--- src/design/deap_pkg.sv ---
// Shared types, codes and constants of the digitizer aggregate parser.
package deap_pkg;

    localparam int CHANNEL_COUNT_DEF = 16;
    localparam int QUEUE_DEPTH_DEF   = 4;

    localparam int WORD_W  = 32;
    localparam int CHAN_W  = 4;
    localparam int PAIR_W  = 19;
    localparam int SAMP_W  = 14;
    localparam int MASK_W  = 16;
    localparam int CNT_W   = 24;
    localparam int SIZE_W  = 28;
    localparam int KIND_W  = 2;
    localparam int ERR_W   = 3;
    localparam int CFG_W   = 19;
    localparam int TDATA_W = 144;

    localparam logic [KIND_W-1:0] KIND_PAIR   = 2'd0;
    localparam logic [KIND_W-1:0] KIND_HEADER = 2'd1;
    localparam logic [KIND_W-1:0] KIND_ERROR  = 2'd2;

    localparam logic [ERR_W-1:0] ERR_NO_TAG     = 3'd1;
    localparam logic [ERR_W-1:0] ERR_BOARD_FAIL = 3'd2;
    localparam logic [ERR_W-1:0] ERR_DISABLED   = 3'd3;
    localparam logic [ERR_W-1:0] ERR_BAD_SAMPLE = 3'd4;
    localparam logic [ERR_W-1:0] ERR_SIZE       = 3'd5;

    localparam logic REG_ENABLED = 1'b0;
    localparam logic REG_WORDS   = 1'b1;

    localparam logic [WORD_W-1:0] PAD_WORD        = 32'hFFFF_FFFF;
    localparam logic [3:0]        HEADER_TAG      = 4'hA;
    localparam logic [WORD_W-1:0] SAMPLE_RSV_MASK = 32'hC000_C000;
    localparam logic [CFG_W-1:0]  WORDS_RESET     = 19'd256;

    typedef struct packed {
        logic [KIND_W-1:0] kind;
        logic [CHAN_W-1:0] channel;
        logic [PAIR_W-1:0] pair_index;
        logic [SAMP_W-1:0] sample_low;
        logic [SAMP_W-1:0] sample_high;
        logic [MASK_W-1:0] pattern;
        logic [MASK_W-1:0] channel_mask;
        logic [CNT_W-1:0]  event_counter;
        logic [WORD_W-1:0] time_tag;
        logic [ERR_W-1:0]  error_code;
        logic              last_of_record;
    } t_result;

endpackage

--- src/design/deap_front.sv ---
// Front end: accepts readout words, tracks the aggregate and classifies each item.
module deap_front #(
    parameter int CHANNEL_COUNT = deap_pkg::CHANNEL_COUNT_DEF
) (
    input  logic                         i_clk,
    input  logic                         i_rst_n,
    input  logic                         i_cfg_valid,
    input  logic                         i_cfg_index,
    input  logic [deap_pkg::CFG_W-1:0]   i_cfg_data,
    input  logic                         i_accept,
    input  logic [deap_pkg::WORD_W-1:0]  i_word,
    output logic                         o_push,
    output deap_pkg::t_result            o_result
);

    localparam int CH_W = (CHANNEL_COUNT > 1) ? $clog2(CHANNEL_COUNT) : 1;

    localparam logic [1:0] HDR_IDLE    = 2'd0;
    localparam logic [1:0] HDR_FLAGS   = 2'd1;
    localparam logic [1:0] HDR_COUNTER = 2'd2;
    localparam logic [1:0] HDR_TIME    = 2'd3;

    typedef enum logic [3:0] {
        PH_WAIT      = 4'b0001,
        PH_AFTER_PAD = 4'b0010,
        PH_HEADER    = 4'b0100,
        PH_DATA      = 4'b1000
    } t_phase;

    t_phase                            r_phase, n_phase;
    logic [1:0]                        r_hdr_idx, n_hdr_idx;
    logic [deap_pkg::SIZE_W-1:0]       r_agg_size, n_agg_size;
    logic [deap_pkg::SIZE_W-1:0]       r_consumed, n_consumed;
    logic [CHANNEL_COUNT-1:0]          r_pending, n_pending;
    logic [CH_W-1:0]                   r_cur, n_cur;
    logic [deap_pkg::PAIR_W-1:0]       r_pair, n_pair;
    logic [deap_pkg::MASK_W-1:0]       r_pattern, n_pattern;
    logic [deap_pkg::MASK_W-1:0]       r_mask, n_mask;
    logic [deap_pkg::CNT_W-1:0]        r_counter, n_counter;
    logic [CHANNEL_COUNT-1:0]          r_enabled;
    logic [deap_pkg::CFG_W-1:0]        r_words;

    logic                              res_valid;
    deap_pkg::t_result                 res;
    logic [CHANNEL_COUNT-1:0]          left_mask;
    logic                              last_pair;

    function automatic logic [CH_W-1:0] lowest_channel(input logic [CHANNEL_COUNT-1:0] m);
        logic [CH_W-1:0] c;
        c = '0;
        for (int k = CHANNEL_COUNT - 1; k >= 0; k--) begin
            if (m[k]) begin
                c = CH_W'(k);
            end
        end
        return c;
    endfunction

    function automatic deap_pkg::t_result error_result(input logic [deap_pkg::ERR_W-1:0] code);
        deap_pkg::t_result e;
        e            = '0;
        e.kind       = deap_pkg::KIND_ERROR;
        e.error_code = code;
        return e;
    endfunction

    assign last_pair = ({1'b0, r_pair} + 20'd1) >= {1'b0, r_words};
    assign left_mask = r_pending & ~(CHANNEL_COUNT'(1) << r_cur);

    always_comb begin
        n_phase    = r_phase;
        n_hdr_idx  = r_hdr_idx;
        n_agg_size = r_agg_size;
        n_consumed = r_consumed;
        n_pending  = r_pending;
        n_cur      = r_cur;
        n_pair     = r_pair;
        n_pattern  = r_pattern;
        n_mask     = r_mask;
        n_counter  = r_counter;
        res_valid  = 1'b0;
        res        = '0;
        if (i_accept) begin
            unique case (r_phase)
                PH_HEADER: begin
                    n_consumed = r_consumed + 28'd1;
                    unique case (r_hdr_idx)
                        HDR_FLAGS: begin
                            if (i_word[26]) begin
                                res_valid = 1'b1;
                                res       = error_result(deap_pkg::ERR_BOARD_FAIL);
                                n_phase   = PH_WAIT;
                                n_hdr_idx = HDR_IDLE;
                            end else begin
                                n_pattern = i_word[23:8];
                                n_mask    = {8'h00, i_word[7:0]};
                                n_hdr_idx = HDR_COUNTER;
                            end
                        end
                        HDR_COUNTER: begin
                            n_mask    = {i_word[31:24], r_mask[7:0]};
                            n_counter = i_word[23:0];
                            n_hdr_idx = HDR_TIME;
                        end
                        default: begin
                            n_hdr_idx          = HDR_IDLE;
                            n_pending          = r_mask[CHANNEL_COUNT-1:0];
                            res_valid          = 1'b1;
                            res.kind           = deap_pkg::KIND_HEADER;
                            res.pattern        = r_pattern;
                            res.channel_mask   = r_mask;
                            res.event_counter  = r_counter;
                            res.time_tag       = i_word;
                            if (n_pending == '0) begin
                                n_phase = PH_WAIT;
                                if (n_consumed != r_agg_size) begin
                                    res = error_result(deap_pkg::ERR_SIZE);
                                end
                            end else begin
                                n_cur   = lowest_channel(n_pending);
                                n_pair  = '0;
                                n_phase = PH_DATA;
                            end
                        end
                    endcase
                end
                PH_DATA: begin
                    n_consumed = r_consumed + 28'd1;
                    res_valid  = 1'b1;
                    if (r_pair == '0 && !r_enabled[r_cur]) begin
                        res       = error_result(deap_pkg::ERR_DISABLED);
                        n_phase   = PH_WAIT;
                        n_hdr_idx = HDR_IDLE;
                    end else if ((i_word & deap_pkg::SAMPLE_RSV_MASK) != '0) begin
                        res       = error_result(deap_pkg::ERR_BAD_SAMPLE);
                        n_phase   = PH_WAIT;
                        n_hdr_idx = HDR_IDLE;
                    end else begin
                        res.kind           = deap_pkg::KIND_PAIR;
                        res.channel        = deap_pkg::CHAN_W'(r_cur);
                        res.pair_index     = r_pair;
                        res.sample_low     = i_word[13:0];
                        res.sample_high    = i_word[29:16];
                        res.last_of_record = last_pair;
                        if (last_pair) begin
                            n_pending = left_mask;
                            if (left_mask == '0) begin
                                n_phase = PH_WAIT;
                                if (n_consumed != r_agg_size) begin
                                    res       = error_result(deap_pkg::ERR_SIZE);
                                    n_hdr_idx = HDR_IDLE;
                                end
                            end else begin
                                n_cur  = lowest_channel(left_mask);
                                n_pair = '0;
                            end
                        end else begin
                            n_pair = r_pair + 19'd1;
                        end
                    end
                end
                default: begin
                    // one padding word may precede the tag word
                    if (r_phase != PH_AFTER_PAD && i_word == deap_pkg::PAD_WORD) begin
                        n_phase = PH_AFTER_PAD;
                    end else if (i_word[31:28] != deap_pkg::HEADER_TAG) begin
                        res_valid = 1'b1;
                        res       = error_result(deap_pkg::ERR_NO_TAG);
                        n_phase   = PH_WAIT;
                        n_hdr_idx = HDR_IDLE;
                    end else begin
                        n_agg_size = i_word[27:0];
                        n_consumed = 28'd1;
                        n_hdr_idx  = HDR_FLAGS;
                        n_phase    = PH_HEADER;
                    end
                end
            endcase
        end
    end

    always_ff @(posedge i_clk) begin
        if (!i_rst_n) begin
            r_phase    <= PH_WAIT;
            r_hdr_idx  <= HDR_IDLE;
            r_agg_size <= '0;
            r_consumed <= '0;
            r_pending  <= '0;
            r_cur      <= '0;
            r_pair     <= '0;
            r_pattern  <= '0;
            r_mask     <= '0;
            r_counter  <= '0;
            r_enabled  <= '0;
            r_words    <= deap_pkg::WORDS_RESET;
        end else begin
            r_phase    <= n_phase;
            r_hdr_idx  <= n_hdr_idx;
            r_agg_size <= n_agg_size;
            r_consumed <= n_consumed;
            r_pending  <= n_pending;
            r_cur      <= n_cur;
            r_pair     <= n_pair;
            r_pattern  <= n_pattern;
            r_mask     <= n_mask;
            r_counter  <= n_counter;
            if (i_cfg_valid) begin
                unique case (i_cfg_index)
                    deap_pkg::REG_ENABLED: r_enabled <= i_cfg_data[CHANNEL_COUNT-1:0];
                    deap_pkg::REG_WORDS:   r_words   <= i_cfg_data;
                    default:               r_words   <= r_words;
                endcase
            end
        end
    end

    assign o_push   = res_valid;
    assign o_result = res;

    a_data_has_channels: assert property (@(posedge i_clk) disable iff (!i_rst_n)
        r_phase == PH_DATA |-> r_pending != '0)
        else $error("data phase with no channel left");

    a_header_index: assert property (@(posedge i_clk) disable iff (!i_rst_n)
        r_phase == PH_HEADER |-> r_hdr_idx != HDR_IDLE)
        else $error("header phase without a header word index");

    a_error_coded: assert property (@(posedge i_clk) disable iff (!i_rst_n)
        o_push && o_result.kind == deap_pkg::KIND_ERROR |-> o_result.error_code != '0)
        else $error("error item without a code");

    a_wait_after_error: assert property (@(posedge i_clk) disable iff (!i_rst_n)
        o_push && o_result.kind == deap_pkg::KIND_ERROR |=> r_phase == PH_WAIT)
        else $error("parser did not return to waiting after an error");

endmodule

--- src/design/deap_queue.sv ---
// Short result queue between the parser and the output stage.
module deap_queue #(
    parameter int DEPTH = deap_pkg::QUEUE_DEPTH_DEF
) (
    input  logic              i_clk,
    input  logic              i_rst_n,
    input  logic              i_push,
    input  deap_pkg::t_result i_data,
    input  logic              i_pop,
    output logic              o_full,
    output logic              o_avail,
    output deap_pkg::t_result o_data
);

    localparam int PTR_W = (DEPTH > 1) ? $clog2(DEPTH) : 1;
    localparam int CNT_W = $clog2(DEPTH + 1);

    deap_pkg::t_result r_mem [DEPTH];
    logic [PTR_W-1:0]  r_wr, r_rd;
    logic [CNT_W-1:0]  r_count;

    function automatic logic [PTR_W-1:0] next_ptr(input logic [PTR_W-1:0] p);
        return (p == PTR_W'(DEPTH - 1)) ? '0 : p + PTR_W'(1);
    endfunction

    always_ff @(posedge i_clk) begin
        if (i_push) begin
            r_mem[r_wr] <= i_data;
        end
    end

    always_ff @(posedge i_clk) begin
        if (!i_rst_n) begin
            r_wr    <= '0;
            r_rd    <= '0;
            r_count <= '0;
        end else begin
            if (i_push) begin
                r_wr <= next_ptr(r_wr);
            end
            if (i_pop) begin
                r_rd <= next_ptr(r_rd);
            end
            if (i_push && !i_pop) begin
                r_count <= r_count + CNT_W'(1);
            end else if (i_pop && !i_push) begin
                r_count <= r_count - CNT_W'(1);
            end
        end
    end

    assign o_full  = r_count == CNT_W'(DEPTH);
    assign o_avail = r_count != '0;
    assign o_data  = r_mem[r_rd];

endmodule

--- src/design/deap_back.sv ---
// Output stage: holds one result item and packs it onto the master stream.
module deap_back (
    input  logic                           i_clk,
    input  logic                           i_rst_n,
    input  logic                           i_avail,
    input  deap_pkg::t_result              i_data,
    output logic                           o_pop,
    output logic                           o_tvalid,
    input  logic                           i_tready,
    output logic [deap_pkg::TDATA_W-1:0]   o_tdata,
    output logic [deap_pkg::KIND_W-1:0]    o_tuser,
    output logic                           o_tlast
);

    logic              r_valid;
    deap_pkg::t_result r_item;

    // load whenever the register is empty or its item leaves this cycle
    assign o_pop = i_avail && (!r_valid || i_tready);

    always_ff @(posedge i_clk) begin
        if (!i_rst_n) begin
            r_valid <= 1'b0;
        end else if (o_pop) begin
            r_valid <= 1'b1;
        end else if (i_tready) begin
            r_valid <= 1'b0;
        end
    end

    always_ff @(posedge i_clk) begin
        if (o_pop) begin
            r_item <= i_data;
        end
    end

    assign o_tvalid = r_valid;
    assign o_tuser  = r_item.kind;
    assign o_tlast  = r_item.last_of_record;
    assign o_tdata  = {2'b00, r_item.error_code, r_item.time_tag, r_item.event_counter,
                       r_item.channel_mask, r_item.pattern, r_item.sample_high,
                       r_item.sample_low, r_item.pair_index, r_item.channel};

endmodule

--- src/design/digitizer_event_aggregate_parser.sv ---
// Top level of the digitizer event aggregate parser: front end, queue and output stage.
// Throughput: one readout word per cycle while the result queue is not full; each word is parsed as it is taken.
// A result item is written into the queue when its word is taken, then loaded into the output register.
// The slave side stalls only while the result queue is full.
// Reset is synchronous, active low, and holds both ready outputs low: parser waits for a
//   header, queue and output are emptied, enabled_channels 0, words_per_channel 256.
module digitizer_event_aggregate_parser #(
    parameter int CHANNEL_COUNT = deap_pkg::CHANNEL_COUNT_DEF,
    parameter int QUEUE_DEPTH   = deap_pkg::QUEUE_DEPTH_DEF
) (
    input  logic                           i_clk,
    input  logic                           i_rst_n,
    input  logic                           i_cfg_valid,
    output logic                           o_cfg_ready,
    input  logic                           i_cfg_index,
    input  logic [deap_pkg::CFG_W-1:0]     i_cfg_data,
    input  logic                           i_s_axis_tvalid,
    output logic                           o_s_axis_tready,
    // word [31:0]
    input  logic [deap_pkg::WORD_W-1:0]    i_s_axis_tdata,
    output logic                           o_m_axis_tvalid,
    input  logic                           i_m_axis_tready,
    // channel [3:0], pair_index [22:4], sample_low [36:23], sample_high [50:37],
    // pattern [66:51], channel_mask [82:67], event_counter [106:83], time_tag [138:107],
    // error_code [141:139], zero [143:142]
    output logic [deap_pkg::TDATA_W-1:0]   o_m_axis_tdata,
    // kind [1:0]
    output logic [deap_pkg::KIND_W-1:0]    o_m_axis_tuser,
    output logic                           o_m_axis_tlast
);

    logic              accept;
    logic              push;
    logic              pop;
    logic              full;
    logic              avail;
    deap_pkg::t_result front_res;
    deap_pkg::t_result head;

    assign o_cfg_ready     = i_rst_n;
    assign o_s_axis_tready = i_rst_n && !full;
    assign accept          = i_s_axis_tvalid && o_s_axis_tready;

    deap_front #(
        .CHANNEL_COUNT (CHANNEL_COUNT)
    ) u_front (
        .i_clk       (i_clk),
        .i_rst_n     (i_rst_n),
        .i_cfg_valid (i_cfg_valid),
        .i_cfg_index (i_cfg_index),
        .i_cfg_data  (i_cfg_data),
        .i_accept    (accept),
        .i_word      (i_s_axis_tdata),
        .o_push      (push),
        .o_result    (front_res)
    );

    deap_queue #(
        .DEPTH (QUEUE_DEPTH)
    ) u_queue (
        .i_clk   (i_clk),
        .i_rst_n (i_rst_n),
        .i_push  (push),
        .i_data  (front_res),
        .i_pop   (pop),
        .o_full  (full),
        .o_avail (avail),
        .o_data  (head)
    );

    deap_back u_back (
        .i_clk    (i_clk),
        .i_rst_n  (i_rst_n),
        .i_avail  (avail),
        .i_data   (head),
        .o_pop    (pop),
        .o_tvalid (o_m_axis_tvalid),
        .i_tready (i_m_axis_tready),
        .o_tdata  (o_m_axis_tdata),
        .o_tuser  (o_m_axis_tuser),
        .o_tlast  (o_m_axis_tlast)
    );

endmodule
--- config.mk ---
export PLATFORM = sky130hd
export DESIGN_NAME = digitizer_event_aggregate_parser
export DESIGN_NICKNAME = d
export VERILOG_FILES = /design/src/design/deap_pkg.sv /design/src/design/deap_front.sv /design/src/design/deap_queue.sv /design/src/design/deap_back.sv /design/src/design/digitizer_event_aggregate_parser.sv
export SDC_FILE = /design/constraint.sdc
export NUM_CORES = 1
export LEC_CHECK = 0
export BUFFER_PORTS_ARGS = -buffer_cell sky130_fd_sc_hd__buf_2
export CAP_MARGIN = 20
export CORE_MARGIN = 5
export CORE_UTILIZATION = 55
export DETAILED_ROUTE_END_ITERATION = 16
export PLACE_DENSITY = 0.76
export SETUP_SLACK_MARGIN = 0.15
export SLEW_MARGIN = 0
export SYNTH_ARGS = -nofsm -noshare
export SYNTH_HDL_FRONTEND = slang
export SYNTH_SLANG_ARGS = --single-unit
--- constraint.sdc ---
create_clock -name i_clk -period 14.8 [get_ports i_clk]
set_input_delay 2.22 -clock i_clk [delete_from_list [all_inputs] [get_ports i_clk]]
set_output_delay 2.22 -clock i_clk [all_outputs]
set_load 0.02 [all_outputs]
======== Yosys cells after proc, flatten, opt, wreduce, memory -nomap -nowiden ========
Memories as Yosys holds them, arrays and structs flattened. A register that Yosys moved wholly into a read port is not among the register bits.
Index checks and enable logic that the tools add are counted.
storage, ports and cells
  register bits after elaboration ......... 200
  bits in latches ......................... 0
  memory bits (writable) .................. 580
  memory bits (read-only) ................. 0
  input port bits ......................... 57
  output and inout bits ................... 150
  word-level logic and storage cells ...... 205
  memories kept ........................... 1
memories
  memory         depth  bits a word  read ports  clocked after Yosys merged registers in  write ports  line              source
  u_queue.r_mem  4      145          1           1                                        1            deap_queue.sv:18  deap_pkg::t_result r_mem [DEPTH];
cells by class
  add/subtract/negate cells ............... 7
  multiply operators ...................... 0
  divide/modulo/power cells ............... 0
  magnitude comparators ................... 2
  equality and inequality tests ........... 27
  shifts and indexed selects .............. 1
  mux-type cells .......................... 105
  bitwise operators ....................... 8
  reduce and logical (&&, ||, !) cells .... 37
operators with widths
  kind                     count
  $mux W145                11
  $pmux W145 S2            2
  $mux W4                  45
  $mux W19                 6
  $mux W28                 3
  $mux W16                 5
  $pmux W16 S2             2
  $pmux W19 S2             1
  $eq A32 B32 Y1 const B   1
  $logic_not A16 Y1        2
  $reduce_bool A32 Y1      1
  $add A28 B1 Y28 const B  1
  $ne A28 B28 Y1           1
  $pmux W4 S2              3
  $add A19 B1 Y20 const B  1
  $ge A20 B19 Y1           1
  $add A19 B1 Y19 const B  1
  $logic_not A19 Y1        1
  $mux W2                  9
  $ne A2 B2 Y1 const B     9
  $and A16 B16 Y16         1
  $not A16 Y16             1
  $shl A1 B4 Y16 const A   1
  $reduce_and A5 Y1        3
  other kinds (32)         75

======== Depth between registers and ports, before layout ========
Gate-level depths: netlist (run 1).
  word-level depth ........................ 24
  mapped depth ............................ 20

======== Hierarchy ========
From an unflattened synthesis (run 1), not the netlist that was laid out.
second synthesis, totals
  cell total of the unflattened synthesis .. 2526
  area, all modules ....................... 37506.0 µm²
by module, submodules not included
  module                            instances  cells each  area each (µm²)
  deap_queue                        1          801         21349.2
  deap_front                        1          1570        11713.7
  deap_back                         1          152         4420.5
  digitizer_event_aggregate_parser  1          3           22.5

======== Least setup slack after synthesis (run 1) ========
OpenSTA, ideal clock, no wires.
  kind .................................... input to register
  from .................................... input i_m_axis_tready
  to ...................................... register u_queue.r_count[2]
  setup time .............................. 70 ps
  data arrival time ....................... 11283 ps
  data required time ...................... 14730 ps
  slack ................................... 3447 ps
  stages .................................. 9
  buffers on the path ..................... 0
  cell sequence ........................... inv_1 -> a21oi_1 -> inv_1 -> ha_1 -> inv_1 -> fa_1 -> xor2_1 -> or3_1 -> a21oi_1
between the ends
  word-level cells in the longest chain between the ends .. 5
  elaborated cells between the ends (all ways) .. 7
  those cells by class .................... mux (1); reduce/logical (6)
ends and longest elaborated chain
  item                                           line                                    source
  start, declared                                digitizer_event_aggregate_parser.sv:22  input logic i_m_axis_tready,
  $logic_or A1 B1 Y1 *                           deap_back.sv:19                         assign o_pop = i_avail && (!r_valid || i_tready);
  $logic_and A1 B1 Y1 *                          deap_back.sv:19
  named net pop                                  digitizer_event_aggregate_parser.sv:34  logic pop;
  $logic_not A1 Y1                               deap_queue.sv:44                        if (i_push && !i_pop) begin
  $logic_and A1 B1 Y1                            deap_queue.sv:44
  $mux W3 or $reduce_bool A2 Y1 (tied branches)  --
  end signal, assigned                           deap_queue.sv:45                        r_count <= r_count + CNT_W'(1);
  end signal, assigned                           deap_queue.sv:47                        r_count <= r_count - CNT_W'(1);
  end, declared                                  deap_queue.sv:20                        logic [CNT_W-1:0] r_count;
The timed path passes the listed nets; every way through them passes the cells marked *.
A chain may end at the register's enable or synchronous reset.

======== Final worst setup path (run 1) ========
  from .................................... input i_rst_n
  to ...................................... memory u_queue.r_mem[1][70] in the netlist's numbering (enable)
between the ends
  word-level cells in the longest chain between the ends .. 5
ends and longest elaborated chain
  item                           line                                    source
  start, declared                digitizer_event_aggregate_parser.sv:12  input logic i_rst_n,
  $logic_and A1 B1 Y1            digitizer_event_aggregate_parser.sv:41  assign o_s_axis_tready = i_rst_n && !full;
  $logic_and A1 B1 Y1            digitizer_event_aggregate_parser.sv:42  assign accept = i_s_axis_tvalid && o_s_axis_tready;
  $mux W1                        deap_front.sv:83                        if (i_accept) begin
  named net push                 digitizer_event_aggregate_parser.sv:33  logic push;
  $mux W1                        deap_queue.sv:27                        if (i_push) begin
  $mux W1 (implied by the code)  deap_queue.sv:28                        r_mem[r_wr] <= i_data;
  end, declared                  deap_queue.sv:18
The timed path passes the listed nets, and every way through them passes these cells.

==> results of run 1 <==
[cell families (layout without fill, tap and decap cells)]
family          after synthesis  in the layout  share of synthesized area [%]
compound gates              364            364                           5.79
xor+xnor                     56             56                           1.33
fa+ha+maj                    32             32                           1.10
buf+inv                     186            452                           2.09
flops                       925            925                           69.6
mux                         157            157                           9.32
other cells                   1              2                         0.0101
simple gates                785            785                           10.7
[critical path, cell delays in order]
cell and delay, ns:
buf_2 0.08, buf_4 0.39, inv_4 0.25, a21oi_1 0.25, and2_1 0.37, and2_1 0.23, nand2_1 0.11, nor2_1 0.47
and2_4 0.48, buf_4 0.77, buf_4 0.93
[sequential cells by signal, summed over array words and instances (netlist names), 2 cells and up]
signal,count
u_front.r_counter,24
u_back.o_tdata,142
u_back.o_tuser,2
u_queue.r_mem,580
u_queue.r_rd,2
u_front.r_phase,4
u_front.r_consumed,28
u_front.r_pair,19
u_front.r_words,19
u_front.r_agg_size,28
u_front.r_pending,16
u_front.r_pattern,16
u_front.r_cur,4
u_queue.r_wr,2
u_queue.r_count,3
u_front.r_mask,16
u_front.r_enabled,16
u_front.r_hdr_idx,2
[stage by stage]
| step | util (%) | hold slack [ns] |
|---|---|---|
| 4_1_cts | 62.8 | 0.452 |
| 3_5_place_dp | 58.1 | 0.444 |
| 3_3_place_gp | 57.9 | 0.439 |
| 6_report | 62.9 | 0.450 |
| 2_1_floorplan | - | 0.432 |
| 5_1_grt | 62.9 | 0.471 |
[cells in the mapped netlist (4+ instances only)]
cell        n
and2_1    139
a211oi_1   10
nand2b_1   13
o22ai_1    15
edfxtp_1  725
nand4_1    23
a22oi_1    15
a31o_2      9
buf_6       4
xnor2_1    31
a31oi_1    12
o21ai_0    54
nand3_1    47
a21o_1      4
nor2_1     98
mux4_2    150
nand3b_1   12
nand2_1   304
nor2b_1     7
xor2_1     25
inv_1      45
mux2i_1     7
buf_1      17
o211ai_1    8
clkbuf_2    8
o31ai_1     5
ha_1       31
clkbuf_1   93
buf_2      15
nor3_1     36
and4_1      6
and3_1     28
nor4_1     16
nor3b_1    10
dfxtp_1   200
a311oi_1    7
o211a_1     4
or3_1      18
a21oi_1   197
buf_4       4
[power groups by stage]
stage	registers, mW	clock network (mW)	logic [mW]
detailed placement	3.37	0	1.40
CTS	3.32	2.43	1.41
global route	3.34	2.56	1.47
global placement	3.36	0	1.39
finish	3.31	2.40	1.38
floorplan	3.66	0	0.650
[metal layers]
metal / vias up / wire length, µm / global-route usage (%)
li1: 9859 / - / -
met1: 11200 / 34500 / 32.7
met2: 1064 / 44200 / 40.2
met3: 177 / 7930 / 4.95
met4: 2 / 3110 / 8.47
met5: - / 13 / 0
[area by class of cell]
cell class / instances / area [µm²]
fill: 4729 / 24900
tap: 873 / 1090
sequential: 925 / 25800
clock inverter: 64 / 723
clock buffer: 109 / 2440
inverter: 45 / 171
timing repair buffer: 234 / 1340
multi-input combinational: 1396 / 10500
[worst min path at each step]
stage / to / from
floorplan: u_front.r_counter[0] / u_front.r_counter[0]
global placement: u_front.r_enabled[9] / u_front.r_enabled[9]
detailed placement: u_front.r_counter[7] / u_front.r_counter[7]
CTS: u_front.r_counter[7] / u_front.r_counter[7]
global route: u_front.r_words[9] / u_front.r_words[9]
finish: u_front.r_counter[7] / u_front.r_counter[7]
==> flow_summary.ini, run 1 <==
[global_route]
grt_max_degree = 147
grt_pass1_wl_um = 137000
grt_pass1_vias = 22400
globalRouteOverflowTotal = 0
track_usage_pct = 24.3
antenna_found_initial = 5

[clocking]
root_buffer = clkbuf_16
cts_repair_resize_count = 0
cts_setup_buffers = 0
cts_buffers = 92
h-tree-depth = 3
clk_latency_ns = 0.66
cts_buffer_depth = 3
numClockSinks = 925
cts_tree = built
holdBufCountCts = 0
clkTransAtPathRegs_ns = 0.06

[pwr]
peakVddDrop_uv = 209
seqPwrFrac_pct = 46.7
internal_power_mw = 5.10
power_mw = 7.10
power.share.clock_pct = 33.8
p_leak_nw = 14.2
switchingPower_mw = 2.00
power_switching_share_pct = 28.1
pwr-share-comb_pct = 19.5
power_density_nw_per_um2 = 169

[critical_path]
reg2reg_slack_ns = 9.54
crit_fanout = 67
r2r_end = u_queue.r_mem[1][108]
crit_end = u_queue.r_mem[1][70]
worstPathArrival_ns = 6.76
cp-startpoint = i_rst_n
crit_path_end_kind = flip-flop
regToRegStartpoint = u_front.r_pair[2]
critPathRequiredTime_ns = 15.03
path_class = in -> reg
reg2reg_depth = 18
crit_path_start_kind = input pin

[logic_synthesis]
syn_inst = 2506
synth.area.top_cells = edfxtp_1 (59%), dfxtp_1 (11%), mux4_2 (9.1%)
synth_area_leader_cell = edfxtp_1
yosysWarningCount = 0
avgSynthCellArea_um2 = 14.8
synthDistinctLibCells = 74
dominantRegCellSynth = edfxtp_1
async_reset_ff_share_pct = 0
ys_ff_latch = 925
syn_area_um2 = 37000
synth_top_area_share_pct = 58.8
synth_edf_count = 725
seq_area_frac_synth_pct = 69.6

[floorplanning]
die_y_um = 269
io_pins = 207
rows = 95
die_w_um = 269
dieArea_um2 = 72600
start_util_pct = 55.3
core_um2 = 66900

[hold_path]
hold_depth = 2
hp-class = reg -> reg

[sta]
slew_headroom_pct = 26.5
timing.final.crit_share_pct = 44.1
fmax_ghz = 0.153
tightestPinTransition_ns = 1.10
setup_slack_ns = 8.27
fin_tns_setup_ns = 0
slew_viol_final = 0
rsz0062_at_grt = no
finalHoldViolCount = 0
finClkSkew_ns = 0.0552
post-route-min-period_ns = 6.53
finalSetupViolCount = 0

[route]
routed_wl_um = 89800
drt-initial-drc-count = 2118
dr.pass1.iters = 6
post_drt_via_cell_ratio = 6.12
num_vias = 22300
drcViolationCount = 0
ant_nets = 0
wl_per_cell_um = 24.6

[place]
place_area_um2 = 38900
hpwl_um = 55700
port_buffers = 204
gp_congestion = 0.876
dp_worst_setup_slack_ns = 7.65
placedCellCount = 3470

[flow_run]
cap_viol_max_count = 0

[final_layout]
final_cells = 3646
final_common_cell = edfxtp_1
layout_common_cells = edfxtp_1 (725), nand2_1 (304), buf_2 (205)
final_cell_area_um2 = 42100
area_delta_synth_final_pct = 13.6
nets = 2783
drive_gt1_share_pct = 20.9
antenna_cells = 0

[status]
status = finished, final reports clean
Note: power is estimated with default switching activity, not from simulation.
==> run 2, diff against run 1 <==
==> constraint.sdc (replaced) <==
create_clock -name i_clk -period 6.4 [get_ports i_clk]
set_input_delay 0.96 -clock i_clk [delete_from_list [all_inputs] [get_ports i_clk]]
set_output_delay 0.96 -clock i_clk [all_outputs]
set_load 0.02 [all_outputs]
==> flow_summary.ini, run 2 (synthesis gave the netlist of run 1 again) <==
[critical_path]
path_buf_inv = 3
reg2reg_slack_ns = 1.59
regToRegStartpoint = u_front.r_pair[0]
crit_path_max_incr_delay_ns = 0.46
slowest_stage = dfxtp_1
crit_family = simple AND/OR/NAND/NOR gates
critPathRequiredTime_ns = 6.76
crit_path_start_kind = flip-flop
reg2reg_depth = 19
crit_path_end_kind = flip-flop
worstPathArrival_ns = 5.17
path_cells = ha_1 > and3_1 > and3_1 > and3_1 > nand2_1 > inv_1 > nand2_1 > xnor2_1 > ha_1 > nand2_1 > nor3_1 > a41oi_1 > a21oi_1 > o21a_1 > inv_1 > a31oi_1 > nor2_4 > buf_4 > and2_1
path_class = reg -> reg
r2r_end = u_queue.r_mem[0][106]
crit_fanout = 28

[sta]
rsz0062_at_grt = no
slew_viol_final = 0
fin_tns_setup_ns = 0
finalHoldViolCount = 0
finalSetupViolCount = 0
timing.final.crit_share_pct = 75.1
finClkSkew_ns = 0.0423
slew_headroom_pct = 25.1
tightestPinTransition_ns = 1.12
fmax_ghz = 0.208
post-route-min-period_ns = 4.81

[global_route]
grt_pass1_vias = 22400
grt_pass1_wl_um = 134000
antenna_found_initial = 7
track_usage_pct = 23.9
grt_max_degree = 146
globalRouteOverflowTotal = 0

[route]
dr.pass1.iters = 6
wl_per_cell_um = 24.0
drcViolationCount = 0
routed_wl_um = 87600
num_vias = 22300
post_drt_via_cell_ratio = 6.11
drt-initial-drc-count = 2193
ant_nets = 0

[place]
hpwl_um = 53100
port_buffers = 204
placedCellCount = 3471
gp_congestion = 0.893

[final_layout]
layout_common_cells = edfxtp_1 (725), nand2_1 (304), buf_2 (204)
final_cells = 3644
largest_reg_flops = 580
nets = 2781
regMostFlops = u_queue.r_mem
drive_gt1_share_pct = 20.2
final_common_cell = edfxtp_1
area_delta_synth_final_pct = 13.4

[floorplanning]
dieArea_um2 = 72600
start_util_pct = 55.3
die_y_um = 269
rows = 95
die_w_um = 269
core_um2 = 66900
io_pins = 207

[pwr]
peakVddDrop_uv = 274
power_density_nw_per_um2 = 386
p_leak_nw = 14.2

[clocking]
h-tree-depth = 3
clk_latency_ns = 0.66
clkTransAtPathRegs_ns = 0.07
root_buffer = clkbuf_16
holdBufCountCts = 0
cts_repair_resize_count = 0
cts_tree = built
cts_setup_buffers = 0
numClockSinks = 925
cts_buffer_depth = 3
cts_buffers = 90

[hold_path]
holdCritStartpoint = u_front.r_pattern[8]
hold_depth = 2
whs_endpoint = u_front.r_pattern[8]
hp-class = reg -> reg

[flow_run]
cap_viol_max_count = 0

[status]
status = finished, final reports clean
## run 2: cell types whose count changed in the layout (fill, tap and decap cells not counted), moves of 3 or more
cell / delta
clkinv_1: +5
buf_12: +4
clkbuf_1: +11
clkinv_4: -3
buf_16: -3
clkinv_2: -11
## run 2: report_power, final
group	internal [mW]	switching, mW
clock network	3.15	2.22
registers	7.37	0.283
logic	1.20	1.98
## run 2: how the worst max path moves through the flow
stage / start / end / cells past startpoint
final: u_front.r_pair[0] / u_queue.r_mem[0][106] / 19
after global routing: u_front.r_pair[0] / u_queue.r_mem[0][106] / 19
after CTS: u_front.r_pair[0] / u_queue.r_mem[2][106] / 19
after detailed placement: i_rst_n / u_queue.r_mem[0][108] / 9
after global placement: i_rst_n / u_queue.r_mem[0][111] / 9
after floorplan: i_rst_n / u_queue.r_mem[0][0] / 9
## run 2: cell type report
cell class / instances / area, µm²
Tap cell: 873 / 1090
Timing Repair Buffer: 234 / 1330
Clock buffer: 120 / 2480
Inverter: 45 / 171
Antenna cell: 1 / 2.50
Multi-Input combinational cell: 1396 / 10500
Sequential cell: 925 / 25800
Fill cell: 4730 / 25000
Clock inverter: 50 / 596
## run 2: tightest hold or removal path, stage by stage (launching register included)
cell	delay, ns
dfxtp_1	0.30
nand2_1	0.05
a21oi_1	0.05
## run 2: per-stage QoR
stage	utilization (%)	power, mW	hold WS (ns)	area (µm²)	setup slack [ns]
floorplan	-	9.86	0.432	37000	1.43
global placement	58.1	10.9	0.437	38900	1.67
detailed placement	58.1	11.0	0.443	38900	1.68
CTS	62.7	16.4	0.452	41900	1.65
global route	62.7	16.8	0.466	42000	1.26
finish	62.7	16.2	0.452	42000	1.59
## run 2: per-layer routing
metal	vias up	wire length, µm	track usage [%]
met5	-	23	0
met1	11200	33600	31.2
met3	174	7260	5.25
met2	1010	43800	40.3
li1	9872	-	-
met4	4	2860	8.09
